===== src/rtl/core/tsss_pkg.sv =====
// Shared types and codes for the timed servo step sequencer.
// No dependencies; every other file but tsss_ram imports it.
package tsss_pkg;

    localparam logic [2:0] ACT_TICK      = 3'd0;
    localparam logic [2:0] ACT_WRITE_HDR = 3'd1;
    localparam logic [2:0] ACT_WRITE_TGT = 3'd2;
    localparam logic [2:0] ACT_START     = 3'd3;
    localparam logic [2:0] ACT_CANCEL    = 3'd4;

    localparam logic CFG_MOTOR_PRESENT = 1'b0;
    localparam logic CFG_TICKS_PER_MS  = 1'b1;

    localparam logic KIND_CMD    = 1'b0;
    localparam logic KIND_STATUS = 1'b1;

    localparam logic [15:0] TICKS_PER_MS_RESET = 16'd1000;

    typedef enum logic [1:0] {
        RS_IDLE = 2'd0,
        RS_RUN  = 2'd1,
        RS_DONE = 2'd2,
        RS_ERR  = 2'd3
    } run_t;

    typedef enum logic [1:0] {
        FS_ACCEPT,
        FS_HDR,
        FS_SCAN,
        FS_CMD
    } fsm_t;

    typedef struct packed {
        logic        kind;
        logic [2:0]  cmd_motor;
        logic [15:0] cmd_angle;
        run_t        seq_state;
        logic [4:0]  step_now;
        logic        accepted;
        logic        last;
    } res_t;

endpackage


===== src/rtl/core/timed_servo_step_sequencer.sv =====
// Top level of the timed servo step sequencer: stream ports, engine and result buffer.
// Depends on tsss_pkg, tsss_engine and tsss_out_fifo.
//
// Tick, table write, cancel and refused words stream at one word per clock while the
// result buffer is not full. A word that applies a step (an accepted start, or a tick
// whose wait has run out and that does not end the run) reads the step header memory;
// then for each masked motor a scan state reads its target from the target memory, which
// has one read port, and a command state sends it; a closing scan state sends the status
// word (an error status at the first absent motor). Results leave through a two-word
// buffer, so input is taken while one result still waits downstream.
// Table memories are not cleared at reset and hold nothing until written.
module timed_servo_step_sequencer import tsss_pkg::*; #(
    parameter int MAX_STEPS   = 16,
    parameter int MOTOR_COUNT = 5
) (
    input  logic        aclk,
    input  logic        aresetn,
    input  logic        cfg_wr_en,
    input  logic        cfg_index,
    input  logic [15:0] cfg_wdata,
    input  logic        s_tvalid,
    output logic        s_tready,
    input  logic [55:0] s_tdata,   // step_slot, motor, angle, wait_ms, drive_mask, count
    input  logic [2:0]  s_tuser,   // action
    output logic        m_tvalid,
    input  logic        m_tready,
    output logic [31:0] m_tdata,   // cmd_motor, cmd_angle, seq_state, step_now, accepted
    output logic        m_tuser,   // kind
    output logic        m_tlast
);

    logic fifo_full;
    logic push;
    res_t push_word;
    res_t m_word;

    tsss_engine #(.MAX_STEPS(MAX_STEPS), .MOTOR_COUNT(MOTOR_COUNT)) u_engine (
        .aclk      (aclk),
        .aresetn   (aresetn),
        .cfg_wr_en (cfg_wr_en),
        .cfg_index (cfg_index),
        .cfg_wdata (cfg_wdata),
        .in_valid  (s_tvalid),
        .in_ready  (s_tready),
        .in_action (s_tuser),
        .in_slot   (s_tdata[3:0]),
        .in_motor  (s_tdata[6:4]),
        .in_angle  (s_tdata[22:7]),
        .in_wait   (s_tdata[38:23]),
        .in_mask   (s_tdata[43:39]),
        .in_count  (s_tdata[48:44]),
        .fifo_full (fifo_full),
        .push      (push),
        .push_word (push_word)
    );

    tsss_out_fifo u_out_fifo (
        .aclk      (aclk),
        .aresetn   (aresetn),
        .push      (push),
        .push_word (push_word),
        .full      (fifo_full),
        .m_valid   (m_tvalid),
        .m_ready   (m_tready),
        .m_word    (m_word)
    );

    assign m_tdata = {5'd0, m_word.accepted, m_word.step_now, m_word.seq_state,
                      m_word.cmd_angle, m_word.cmd_motor};
    assign m_tuser = m_word.kind;
    assign m_tlast = m_word.last;

endmodule


===== src/rtl/core/tsss_ram.sv =====
// Generic single-write, single-read RAM with registered read data.
// No dependencies.
module tsss_ram #(
    parameter int WIDTH = 16,
    parameter int DEPTH = 16
) (
    input  logic                                      aclk,
    input  logic                                      we,
    input  logic [((DEPTH > 1) ? $clog2(DEPTH) : 1)-1:0] waddr,
    input  logic [WIDTH-1:0]                          wdata,
    input  logic                                      re,
    input  logic [((DEPTH > 1) ? $clog2(DEPTH) : 1)-1:0] raddr,
    output logic [WIDTH-1:0]                          rdata
);

    logic [WIDTH-1:0] mem [DEPTH];
    logic [WIDTH-1:0] rdata_reg;

    always_ff @(posedge aclk) begin
        if (we) begin
            mem[waddr] <= wdata;
        end
        if (re) begin
            rdata_reg <= mem[raddr];
        end
    end

    assign rdata = rdata_reg;

endmodule


===== src/rtl/core/tsss_out_fifo.sv =====
// Two-word result buffer between the sequencer engine and the result stream.
// Depends on tsss_pkg for the result word type.
module tsss_out_fifo import tsss_pkg::*; (
    input  logic aclk,
    input  logic aresetn,
    input  logic push,
    input  res_t push_word,
    output logic full,
    output logic m_valid,
    input  logic m_ready,
    output res_t m_word
);

    res_t       entry_reg [2];
    logic       wr_ptr_reg;
    logic       wr_ptr_next;
    logic       rd_ptr_reg;
    logic       rd_ptr_next;
    logic [1:0] count_reg;
    logic [1:0] count_next;
    logic       pop;

    assign pop     = m_valid && m_ready;
    assign m_valid = (count_reg != 2'd0);
    assign full    = (count_reg == 2'd2);
    assign m_word  = entry_reg[rd_ptr_reg];

    always_comb begin
        wr_ptr_next = push ? ~wr_ptr_reg : wr_ptr_reg;
        rd_ptr_next = pop ? ~rd_ptr_reg : rd_ptr_reg;
        count_next  = count_reg + {1'b0, push} - {1'b0, pop};
    end

    always_ff @(posedge aclk) begin
        if (!aresetn) begin
            wr_ptr_reg <= 1'b0;
            rd_ptr_reg <= 1'b0;
            count_reg  <= 2'd0;
        end else begin
            wr_ptr_reg <= wr_ptr_next;
            rd_ptr_reg <= rd_ptr_next;
            count_reg  <= count_next;
        end
    end

    always_ff @(posedge aclk) begin
        if (push) begin
            entry_reg[wr_ptr_reg] <= push_word;
        end
    end

endmodule


===== src/rtl/core/tsss_engine.sv =====
// Sequencer engine: step table memories, run control, prescaler and command scan.
// Depends on tsss_pkg and tsss_ram; feeds tsss_out_fifo.
module tsss_engine import tsss_pkg::*; #(
    parameter int MAX_STEPS   = 16,
    parameter int MOTOR_COUNT = 5
) (
    input  logic        aclk,
    input  logic        aresetn,
    input  logic        cfg_wr_en,
    input  logic        cfg_index,
    input  logic [15:0] cfg_wdata,
    input  logic        in_valid,
    output logic        in_ready,
    input  logic [2:0]  in_action,
    input  logic [3:0]  in_slot,
    input  logic [2:0]  in_motor,
    input  logic [15:0] in_angle,
    input  logic [15:0] in_wait,
    input  logic [4:0]  in_mask,
    input  logic [4:0]  in_count,
    input  logic        fifo_full,
    output logic        push,
    output res_t        push_word
);

    localparam int IW = (MAX_STEPS > 1) ? $clog2(MAX_STEPS) : 1;
    localparam int TD = MAX_STEPS * MOTOR_COUNT;
    localparam int TW = (TD > 1) ? $clog2(TD) : 1;
    localparam logic [4:0] MOTOR_SEL =
        (MOTOR_COUNT >= 5) ? 5'h1f : 5'((1 << MOTOR_COUNT) - 1);

    fsm_t        fsm_reg, fsm_next;
    run_t        run_state_reg, run_state_next;
    logic [4:0]  step_index_reg, step_index_next;
    logic [4:0]  run_count_reg, run_count_next;
    logic [15:0] sub_ms_reg, sub_ms_next;
    logic [15:0] elapsed_reg, elapsed_next;
    logic [15:0] cur_wait_reg, cur_wait_next;
    logic [4:0]  mask_rem_reg, mask_rem_next;
    logic [2:0]  motor_reg, motor_next;
    logic        err_acc_reg, err_acc_next;
    logic [4:0]  present_reg;
    logic [15:0] tpm_reg;

    logic        accept;
    logic        running;
    logic        slot_ok;
    logic        motor_ok;
    logic        start_ok;
    logic [15:0] tpm_eff;
    logic [15:0] sub_inc;
    logic        ms_wrap;
    logic [15:0] sub_tick;
    logic [15:0] el_tick;
    logic        step_due;
    logic [4:0]  idx_inc;
    logic        run_end;
    logic        apply_go;
    logic [2:0]  low_m;
    logic        low_present;

    logic          hdr_we, hdr_re;
    logic [IW-1:0] hdr_waddr, hdr_raddr;
    logic [20:0]   hdr_rdata;
    logic          tgt_we, tgt_re;
    logic [TW-1:0] tgt_waddr, tgt_raddr;
    logic [15:0]   tgt_rdata;

    tsss_ram #(.WIDTH(21), .DEPTH(MAX_STEPS)) u_hdr_ram (
        .aclk  (aclk),
        .we    (hdr_we),
        .waddr (hdr_waddr),
        .wdata ({in_wait, in_mask}),
        .re    (hdr_re),
        .raddr (hdr_raddr),
        .rdata (hdr_rdata)
    );

    tsss_ram #(.WIDTH(16), .DEPTH(TD)) u_tgt_ram (
        .aclk  (aclk),
        .we    (tgt_we),
        .waddr (tgt_waddr),
        .wdata (in_angle),
        .re    (tgt_re),
        .raddr (tgt_raddr),
        .rdata (tgt_rdata)
    );

    assign in_ready = (fsm_reg == FS_ACCEPT) && !fifo_full;
    assign accept   = in_valid && in_ready;
    assign running  = (run_state_reg == RS_RUN);

    // decode the incoming word and the prescaler step
    always_comb begin
        slot_ok  = ({3'b000, in_slot} < 7'(MAX_STEPS));
        motor_ok = ({1'b0, in_motor} < 4'(MOTOR_COUNT));
        start_ok = !running && (in_count != 5'd0) && ({2'b00, in_count} <= 7'(MAX_STEPS));
        tpm_eff  = (tpm_reg == 16'd0) ? 16'd1 : tpm_reg;
        sub_inc  = sub_ms_reg + 16'd1;
        ms_wrap  = (sub_inc >= tpm_eff);
        sub_tick = ms_wrap ? 16'd0 : sub_inc;
        el_tick  = (ms_wrap && elapsed_reg != 16'hffff) ? elapsed_reg + 16'd1 : elapsed_reg;
        step_due = (el_tick >= cur_wait_reg);
        idx_inc  = step_index_reg + 5'd1;
        run_end  = (idx_inc >= run_count_reg);
        apply_go = 1'b0;
        if (in_action == ACT_TICK) begin
            apply_go = running && step_due && !run_end;
        end else if (in_action == ACT_START) begin
            apply_go = start_ok;
        end
        low_m = 3'd0;
        for (int m = 4; m >= 0; m--) begin
            if (mask_rem_reg[m]) begin
                low_m = 3'(m);
            end
        end
        low_present = present_reg[low_m];
    end

    always_comb begin
        fsm_next = fsm_reg;
        unique case (fsm_reg)
            FS_ACCEPT: begin
                if (accept && apply_go) begin
                    fsm_next = FS_HDR;
                end
            end
            FS_HDR: begin
                fsm_next = FS_SCAN;
            end
            FS_SCAN: begin
                if (mask_rem_reg == 5'd0 || !low_present) begin
                    if (!fifo_full) begin
                        fsm_next = FS_ACCEPT;
                    end
                end else begin
                    fsm_next = FS_CMD;
                end
            end
            FS_CMD: begin
                if (!fifo_full) begin
                    fsm_next = FS_SCAN;
                end
            end
            default: fsm_next = FS_ACCEPT;
        endcase
    end

    always_comb begin
        run_state_next  = run_state_reg;
        step_index_next = step_index_reg;
        run_count_next  = run_count_reg;
        sub_ms_next     = sub_ms_reg;
        elapsed_next    = elapsed_reg;
        cur_wait_next   = cur_wait_reg;
        mask_rem_next   = mask_rem_reg;
        motor_next      = motor_reg;
        err_acc_next    = err_acc_reg;
        hdr_we    = 1'b0;
        hdr_re    = 1'b0;
        hdr_waddr = IW'(in_slot);
        hdr_raddr = (in_action == ACT_START) ? '0 : IW'(idx_inc);
        tgt_we    = 1'b0;
        tgt_re    = 1'b0;
        tgt_waddr = TW'(32'(in_slot) * 32'(MOTOR_COUNT) + 32'(in_motor));
        tgt_raddr = TW'(32'(step_index_reg) * 32'(MOTOR_COUNT) + 32'(low_m));
        push      = 1'b0;
        push_word = '{kind: KIND_STATUS, cmd_motor: 3'd0, cmd_angle: 16'd0,
                      seq_state: run_state_reg, step_now: step_index_reg,
                      accepted: 1'b0, last: 1'b1};
        unique case (fsm_reg)
            FS_ACCEPT: begin
                if (accept) begin
                    case (in_action)
                        ACT_TICK: begin
                            if (running) begin
                                push_word.accepted = 1'b1;
                                sub_ms_next  = sub_tick;
                                elapsed_next = el_tick;
                                if (step_due) begin
                                    step_index_next = idx_inc;
                                    if (run_end) begin
                                        run_state_next = RS_DONE;
                                    end else begin
                                        hdr_re       = 1'b1;
                                        err_acc_next = 1'b1;
                                    end
                                end
                            end
                        end
                        ACT_WRITE_HDR: begin
                            if (!running && slot_ok) begin
                                hdr_we             = 1'b1;
                                push_word.accepted = 1'b1;
                            end
                        end
                        ACT_WRITE_TGT: begin
                            if (!running && slot_ok && motor_ok) begin
                                tgt_we             = 1'b1;
                                push_word.accepted = 1'b1;
                            end
                        end
                        ACT_START: begin
                            if (start_ok) begin
                                run_count_next  = in_count;
                                step_index_next = 5'd0;
                                run_state_next  = RS_RUN;
                                hdr_re          = 1'b1;
                                err_acc_next    = 1'b0;
                            end
                        end
                        ACT_CANCEL: begin
                            run_state_next     = RS_IDLE;
                            step_index_next    = 5'd0;
                            run_count_next     = 5'd0;
                            sub_ms_next        = 16'd0;
                            elapsed_next       = 16'd0;
                            push_word.accepted = 1'b1;
                        end
                        default: begin
                        end
                    endcase
                    push               = !apply_go;
                    push_word.seq_state = run_state_next;
                    push_word.step_now  = step_index_next;
                end
            end
            FS_HDR: begin
                mask_rem_next = hdr_rdata[4:0] & MOTOR_SEL;
                cur_wait_next = hdr_rdata[20:5];
            end
            FS_SCAN: begin
                if (mask_rem_reg == 5'd0) begin
                    if (!fifo_full) begin
                        sub_ms_next        = 16'd0;
                        elapsed_next       = 16'd0;
                        push               = 1'b1;
                        push_word.accepted = 1'b1;
                    end
                end else if (!low_present) begin
                    if (!fifo_full) begin
                        run_state_next      = RS_ERR;
                        push                = 1'b1;
                        push_word.seq_state = RS_ERR;
                        push_word.accepted  = err_acc_reg;
                    end
                end else begin
                    tgt_re        = 1'b1;
                    motor_next    = low_m;
                    mask_rem_next = mask_rem_reg & ~(5'd1 << low_m);
                end
            end
            FS_CMD: begin
                if (!fifo_full) begin
                    push      = 1'b1;
                    push_word = '{kind: KIND_CMD, cmd_motor: motor_reg, cmd_angle: tgt_rdata,
                                  seq_state: run_state_reg, step_now: step_index_reg,
                                  accepted: 1'b1, last: 1'b0};
                end
            end
            default: begin
            end
        endcase
    end

    always_ff @(posedge aclk) begin
        if (!aresetn) begin
            fsm_reg        <= FS_ACCEPT;
            run_state_reg  <= RS_IDLE;
            step_index_reg <= 5'd0;
            run_count_reg  <= 5'd0;
            sub_ms_reg     <= 16'd0;
            elapsed_reg    <= 16'd0;
            present_reg    <= 5'd0;
            tpm_reg        <= TICKS_PER_MS_RESET;
        end else begin
            fsm_reg        <= fsm_next;
            run_state_reg  <= run_state_next;
            step_index_reg <= step_index_next;
            run_count_reg  <= run_count_next;
            sub_ms_reg     <= sub_ms_next;
            elapsed_reg    <= elapsed_next;
            if (cfg_wr_en) begin
                if (cfg_index == CFG_MOTOR_PRESENT) begin
                    present_reg <= cfg_wdata[4:0];
                end else begin
                    tpm_reg <= cfg_wdata;
                end
            end
        end
    end

    always_ff @(posedge aclk) begin
        cur_wait_reg <= cur_wait_next;
        mask_rem_reg <= mask_rem_next;
        motor_reg    <= motor_next;
        err_acc_reg  <= err_acc_next;
    end

    a_no_push_when_full: assert property (@(posedge aclk) disable iff (!aresetn)
        fifo_full |-> !push)
        else $error("result pushed into a full buffer");

    a_hdr_read_then_scan: assert property (@(posedge aclk) disable iff (!aresetn)
        hdr_re |=> (fsm_reg == FS_HDR))
        else $error("header read not followed by header stage");

    a_index_in_run: assert property (@(posedge aclk) disable iff (!aresetn)
        (run_state_reg == RS_RUN) |-> (step_index_reg < run_count_reg))
        else $error("step index reached run count while running");

    a_last_returns: assert property (@(posedge aclk) disable iff (!aresetn)
        (push && push_word.last) |=> (fsm_reg == FS_ACCEPT))
        else $error("closing status did not return to accept");

endmodule


===== config.mk =====
export PLATFORM = sky130hd
export DESIGN_NAME = timed_servo_step_sequencer
export DESIGN_NICKNAME = d
export VERILOG_FILES = /design/src/rtl/core/tsss_pkg.sv /design/src/rtl/core/timed_servo_step_sequencer.sv /design/src/rtl/core/tsss_ram.sv /design/src/rtl/core/tsss_out_fifo.sv /design/src/rtl/core/tsss_engine.sv
export SDC_FILE = /design/constraint.sdc
export NUM_CORES = 2
export LEC_CHECK = 0
export BUFFER_PORTS_ARGS = -buffer_cell sky130_fd_sc_hd__buf_4
export CAP_MARGIN = 10
export CORE_MARGIN = 8
export CORE_UTILIZATION = 57
export CTS_CLUSTER_SIZE = 24
export DETAILED_ROUTE_END_ITERATION = 16
export PLACE_DENSITY = 0.73
export SLEW_MARGIN = 25
export SYNTH_ARGS = -nofsm -noshare
export SYNTH_HDL_FRONTEND = slang
export SYNTH_SLANG_ARGS = --single-unit

===== constraint.sdc =====
create_clock -name aclk -period 7.5 [get_ports aclk]
set_input_delay 1.5 -clock aclk [delete_from_list [all_inputs] [get_ports aclk]]
set_output_delay 1.5 -clock aclk [all_outputs]
set_load 0.05 [all_outputs]

==> Word-level counts from Yosys, hierarchy flattened <==
Memory sizes are Yosys's and may differ from the RTL's. A register that Yosys moved wholly into a read port is not among the register bits.
Index checks and enable logic that the tools add are counted.
{ "totals": {"output_inout_bits": 36, "regBits": 96, "elab_cells": 195, "latchBits": 0, "ramBits": 1674, "rom_bits": 0, "in_bits": 81, "n_memories": 3} }
{ "mem_list": {"columns": ["name", "words", "width", "read_ports", "rd_ports_with_merged_regs", "wr", "line", "source"], "rows": [
  ["u_engine.u_tgt_ram.mem", 80, 16, 1, 1, 1, "tsss_ram.sv:16", "logic [WIDTH-1:0] mem [DEPTH];"],
  ["u_engine.u_hdr_ram.mem", 16, 21, 1, 1, 1, "tsss_ram.sv:16", null],
  ["u_out_fifo.entry_reg", 2, 29, 1, 1, 1, "tsss_out_fifo.sv:14", "res_t entry_reg [2];"]
]} }
{ "classes": {"bitwise": 6, "shifts": 1, "n_mul": 2, "reduce_logical": 36, "div_mod_pow": 0, "order_cmp": 6, "add_sub_neg": 7, "eq_ne": 24, "muxes": 95} }
{ "ops": {"columns": ["op", "count"], "rows": [
  ["16-bit 2-to-1 mux", 9],
  ["16-bit one-hot mux with 2 select lines", 4],
  ["1-bit 2-to-1 mux", 41],
  ["16-bit by 1-bit adder with 16-bit output, second input constant", 2],
  ["16-bit >= comparator", 2],
  ["5-bit 2-to-1 mux", 6],
  ["5-bit one-hot mux with 2 select lines", 3],
  ["29-bit 2-to-1 mux", 1],
  ["2-bit 2-to-1 mux", 12],
  ["20-bit 2-to-1 mux", 1],
  ["16-bit zero test", 1],
  ["16-bit inequality test, second input constant", 1],
  ["3-bit 2-to-1 mux", 5],
  ["5-bit one-hot mux with 3 select lines", 1],
  ["7-bit by 3-bit adder with 7-bit output", 2],
  ["2-bit by 1-bit inequality test with 1-bit output, second input constant", 6],
  ["2-bit one-hot mux with 3 select lines", 2],
  ["1-bit logical AND", 10],
  ["2-bit inequality test, second input constant", 5],
  ["2-bit nonzero test", 5],
  ["3-bit AND reduction", 3],
  ["8-bit 2-to-1 mux", 1],
  ["2-bit one-hot mux with 4 select lines", 1],
  ["2-bit AND reduction", 4],
  ["35 further kinds", 49]
]} }

==> Logic depth before layout (Yosys ltp) <==
{ "logic_depth": {"ltp_word": 14, "depth_mapped": 25} }

==> Hierarchy <==
Synthesis repeated with hierarchy kept, for this count alone.
{ "unflattened": {"cells_unflattened": 3797, "area_unflattened_um2": 72220.5} }
{ "modules_own_cells": {"columns": ["mod", "cells_each", "area_each_um2", "instances", "seq_area_each_um2"], "rows": [
  ["tsss_ram (u_engine.u_tgt_ram)", 2392, 49998.0, 1, 38917.3],
  ["tsss_ram (u_engine.u_hdr_ram)", 557, 13487.9, 1, 10720.3],
  ["tsss_engine", 729, 6316.1, 1, 2092.0],
  ["tsss_out_fifo", 113, 2377.3, 1, 1841.8],
  ["timed_servo_step_sequencer", 6, 41.3, 1, 0.0]
]} }

==> Worst setup path before layout <==
No wires, ideal clock.
{ "synth_path": {"path_type": "flip-flop to flip-flop", "from": "register u_engine.sub_ms_reg[0]", "to": "memory u_out_fifo.entry_reg[0][0] in the netlist's numbering, enable pin", "arrival_time_ns": 5.572, "setup_slack_ns": 1.511, "n_path_buf": 0, "t_required_ns": 7.084, "path_stages_with_launch": 22, "cell_sequence": "dfxtp_1 > ha_1 > nand2_1 > nor3_1 > and3_1 > and3_1 > xor2_1 > ha_1 > nand4_1 > nor2_1 > o21ai_0 > o221ai_2 > nor4b_1 > xnor2_1 > ha_1 > and3_1 > a221oi_1 > o21ai_0 > a21o_1 > nand2_1 > a31o_2 > nor2b_1"} }
{ "synth_via": {"elab_chain_len": 13} }
{ "synth_rtl": {"columns": ["element", "line", "source"], "rows": [
  ["from (decl)", "tsss_engine.sv:36", "logic [15:0] sub_ms_reg, sub_ms_next;"],
  ["from (signal assigned)", "tsss_engine.sv:282", "sub_ms_reg <= sub_ms_next;"],
  ["16-bit by 1-bit adder with 16-bit output", "tsss_engine.sv:99", "sub_inc = sub_ms_reg + 16'd1;"],
  ["16-bit >= comparator", "tsss_engine.sv:100", "ms_wrap = (sub_inc >= tpm_eff);"],
  ["1-bit logical AND", "tsss_engine.sv:102", "el_tick = (ms_wrap && elapsed_reg != 16'hffff) ? elapsed_reg + 16'd1 : elapsed_reg;"],
  ["16-bit 2-to-1 mux", "tsss_engine.sv:102", null],
  ["16-bit >= comparator", "tsss_engine.sv:103", "step_due = (el_tick >= cur_wait_reg);"],
  ["1-bit logical AND (2 in a row)", "tsss_engine.sv:108", "apply_go = running && step_due && !run_end;"],
  ["1-bit 2-to-1 mux", "tsss_engine.sv:107", "if (in_action == ACT_TICK) begin"],
  ["1-bit zero test", "tsss_engine.sv:224", "push = !apply_go;"],
  ["1-bit 2-to-1 mux", "tsss_engine.sv:174", "if (accept) begin"],
  ["1-bit one-hot mux with 3 select lines", "tsss_engine.sv:172", "unique case (fsm_reg)"],
  ["1-bit 2-to-1 mux", "tsss_out_fifo.sv:47", "if (push) begin"],
  ["1-bit 2-to-1 mux (implied by the code)", "tsss_out_fifo.sv:48", "entry_reg[wr_ptr_reg] <= push_word;"],
  ["to (decl)", "tsss_out_fifo.sv:14", null]
]} }
No other way between the ends.

==> Worst setup path after layout <==
{ "layout_path": {"from": "register u_engine.sub_ms_reg[2]", "to": "memory u_out_fifo.entry_reg[1][26] in the netlist's numbering, enable pin"} }
The elaborated chain is that of the path after synthesis.

==> results.sh <==
export IMPL_synth_top_family_by_area="multiplexers"
export IMPL_yosysWarnings=0
export IMPL_p_clk_frac=0.398
export IMPL_cts_tree="built"
export IMPL_switching_power_w=0.00490
export IMPL_fp_dieH_microns=373
export IMPL_chipWidth_microns=373
export IMPL_clkSinkCount=1806
export IMPL_synth_edf_count=1734
export IMPL_rsz0062_at_grt="false"
export IMPL_synth_area_sq_um=72500
export IMPL_grt_pass1_vias=38000
export IMPL_root_buffer="clkbuf_16"
export IMPL_largest_reg_flops=1280
export IMPL_synth_xor_area_frac=0.00554
export IMPL_yosysTopAreaCell="edfxtp_1"
export IMPL_drc_errors=0
export IMPL_via_count=38200
export IMPL_netlist_instances=3958
export IMPL_clock_path_buffers=3
export IMPL_grt_overflow=0
export IMPL_yosys_area_share_simple=0.0460
export IMPL_ys_ff_latch=1806
export IMPL_drt_iter0_drc=4531
export IMPL_path_clk_slew_ns=0.06
export IMPL_vias_per_cell=6.38
export IMPL_place_ws_ns=1.25
export IMPL_dp_hpwl_mm=96.9
export IMPL_drive_above_1_share=0.230
export IMPL_cts_buffers=176
export IMPL_cellPowerDensity_nw_per_um2=264
export IMPL_synthArstFlopShare=0
export IMPL_setup_slack_ns=1.21
export IMPL_maxCapViolCount=0
export IMPL_h_tree_depth=4
export IMPL_period_share=0.839
export IMPL_power_internal_w=0.0166
export IMPL_synth_area_leaders="edfxtp_1 (72%), mux4_2 (11%), dfxtp_1 (2.0%)"
export IMPL_setup_viol=0
export IMPL_antenna_found_initial=9
export IMPL_grt_max_degree=119
export IMPL_post_cts_buffers=0
export IMPL_place_congestion=0.843
export IMPL_hold_viol=0
export IMPL_cts_resized_gates=0
export IMPL_slew_viol_final=0
export IMPL_relSlewSlack=0.319
export IMPL_power_leakage_nw=26.2
export IMPL_endpoint_kind="register"
export IMPL_core_area_sq_um=127000
export IMPL_hold_class="register to register"
export IMPL_path_class="register to register"
export IMPL_hold_buffers=0
export IMPL_port_buffers=104
export IMPL_worst_ep_arrival_time_ns=6.69
export IMPL_ys_flop_type="edfxtp_1"
export IMPL_swShare=0.228
export IMPL_drt_wl_total_mm=169
export IMPL_grt_pass1_wl_mm=249
export IMPL_worstMarginPinSlew_ns=1.02
export IMPL_irDropWorstVdd_v=0.000330
export IMPL_cp_max_fo=28
export IMPL_synthAdderAreaFrac=0.0130
export IMPL_start_util=0.572
export IMPL_ys_types=84
export IMPL_final_setup_skew_ns=0.0480
export IMPL_nets=4324
export IMPL_area_growth_pct=12.2
export IMPL_period_minus_slack_ns=6.29
export IMPL_wl_per_cell_microns=28.3
export IMPL_synth_compound_area_frac=0.0429
export IMPL_power_frac_comb=0.079
export IMPL_yosysTopAreaCellShare=0.718
export IMPL_seq_area_frac_synth=0.738
export IMPL_gr_usage_all_layers=0.239
export IMPL_seqPwrFrac=0.523
export IMPL_num_rows=131
export IMPL_required_ns=7.90
export IMPL_io_pins=117
export IMPL_critPathLaunchType="register"
export IMPL_clkLatencyLatePin_ns=0.82
export IMPL_max_freq_mhz=159
export IMPL_status="complete, no violations"
export IMPL_synth_mux_area_frac=0.137
export IMPL_setup_tns_ns=0
export IMPL_dr_pass1_iters=5
export IMPL_dieArea_sq_um=139000
export IMPL_antenna_left=0
export IMPL_avgSynthCellArea_sq_um=18.3
## per-layer routing
metal | global-route usage | vias to the layer above | wire (microns)
met1 | 0.338 | 19800 | 68800
met3 | 0.0547 | 267 | 15100
met4 | 0.0692 | 8 | 4260
met2 | 0.377 | 1771 | 81100
met5 | 0 | - | 57
li1 | - | 16300 | -
## cell type report
cell class / count / area (sq um)
multi-input combinational: 1875 / 17900
clock buffer: 223 / 4670
inverter: 63 / 236
fill: 8444 / 45500
timing repair buffer: 247 / 2000
sequential: 1806 / 53500
tap: 1662 / 2080
clock inverter: 101 / 920
antenna: 5 / 12.5
## power by group through the flow
stage / Combinational (W) / Clock (W) / Sequential, W
2_1_floorplan: 0.00106 / 0 / 0.0114
3_3_place_gp: 0.00167 / 0 / 0.0114
3_5_place_dp: 0.00169 / 0 / 0.0114
4_1_cts: 0.00170 / 0.00865 / 0.0112
5_1_grt: 0.00179 / 0.00904 / 0.0112
6_report: 0.00170 / 0.00854 / 0.0112
## logic make-up after synthesis
kind of cell,Yosys count
muxes,530
buffers and inverters,281
other,1
adders and majority gates,74
AOI/OAI and AO/OA,493
xor gates and xnor gates,45
DFF,1806
and+or+nand+nor,728
## cell usage in the layout (no fill, tap or decap), types with 47 or more instances in the layout
cell type / synthesis / routed
clkinv_1: 1 / 47
ha_1: 72 / 69
edfxtp_1: 1734 / 1734
a21oi_1: 137 / 136
buf_4: 20 / 235
mux4_2: 361 / 361
mux2_2: 92 / 92
clkbuf_16: 0 / 179
inv_1: 61 / 61
a211oi_1: 66 / 66
nand3_1: 61 / 61
and3_1: 48 / 48
dfxtp_1: 72 / 70
nor2_1: 200 / 188
o21ai_0: 105 / 105
nand2_1: 276 / 275
mux2i_1: 77 / 77
## final timing paths
kind                                 endpoint  slack, ns                    startpoint  depth (start not counted)
setup / recovery  u_out_fifo.entry_reg[1][26]       1.21        u_engine.sub_ms_reg[2]                         21
hold / removal       u_engine.cur_wait_reg[8]       0.42  u_engine.u_hdr_ram.rdata[13]                          0
setup reg to reg  u_out_fifo.entry_reg[1][26]       1.21        u_engine.sub_ms_reg[2]                         21
hold reg to reg      u_engine.cur_wait_reg[8]       0.42  u_engine.u_hdr_ram.rdata[13]                          0
## critical path, cell delays in order, from the launching register on
cell       delay [ns]
dfxtp_1          0.42
nand3_1          0.28
nor4_2           0.49
and3_1           0.30
nand3_1          0.15
xnor2_1          0.17
ha_1             0.30
nand4_1          0.14
nor2_1           0.12
o21ai_0          0.10
o221ai_2         0.44
buf_4            0.33
nor3b_1          0.47
o21ai_0          0.18
ha_1             0.31
nand4_1          0.15
nand4bb_1        0.14
o22ai_1          0.08
a21o_1           0.19
nand2_1          0.18
a31o_2           0.25
and2_2           0.71
## through the flow
| stage | utilization | total power [W] | area (sq um) | hold slack, ns | instances |
|---|---|---|---|---|---|
| floorplan | - | 0.0125 | 72600 | 0.400 | 3962 |
| global placement | 0.597 | 0.0131 | 75700 | 0.405 | 5652 |
| detailed placement | 0.597 | 0.0131 | 75700 | 0.405 | 5652 |
| CTS | 0.641 | 0.0216 | 81300 | 0.418 | 5976 |
| global route | 0.641 | 0.0221 | 81400 | 0.423 | 5979 |
| finish | 0.641 | 0.0215 | 81400 | 0.417 | 5982 |
## synthesized netlist by cell type (9+ instances only)
master,count
inv_1,61
o21a_1,11
a21o_1,11
mux2_2,92
buf_2,92
or3_1,22
nand3_1,61
and3_1,48
o22ai_1,41
xor2_1,20
buf_4,20
ha_1,72
mux4_2,361
o221a_1,9
nand2_1,276
o21ai_0,105
clkbuf_1,90
dfxtp_1,72
and2_1,17
nor2_1,200
o211ai_1,37
nand2b_1,17
nor3_1,30
mux2i_1,77
a211oi_1,66
nand4_1,9
a21oi_1,137
a31oi_1,20
edfxtp_1,1734
o31ai_1,10
xnor2_1,24
Note: power is estimated with default switching activity, not from simulation.
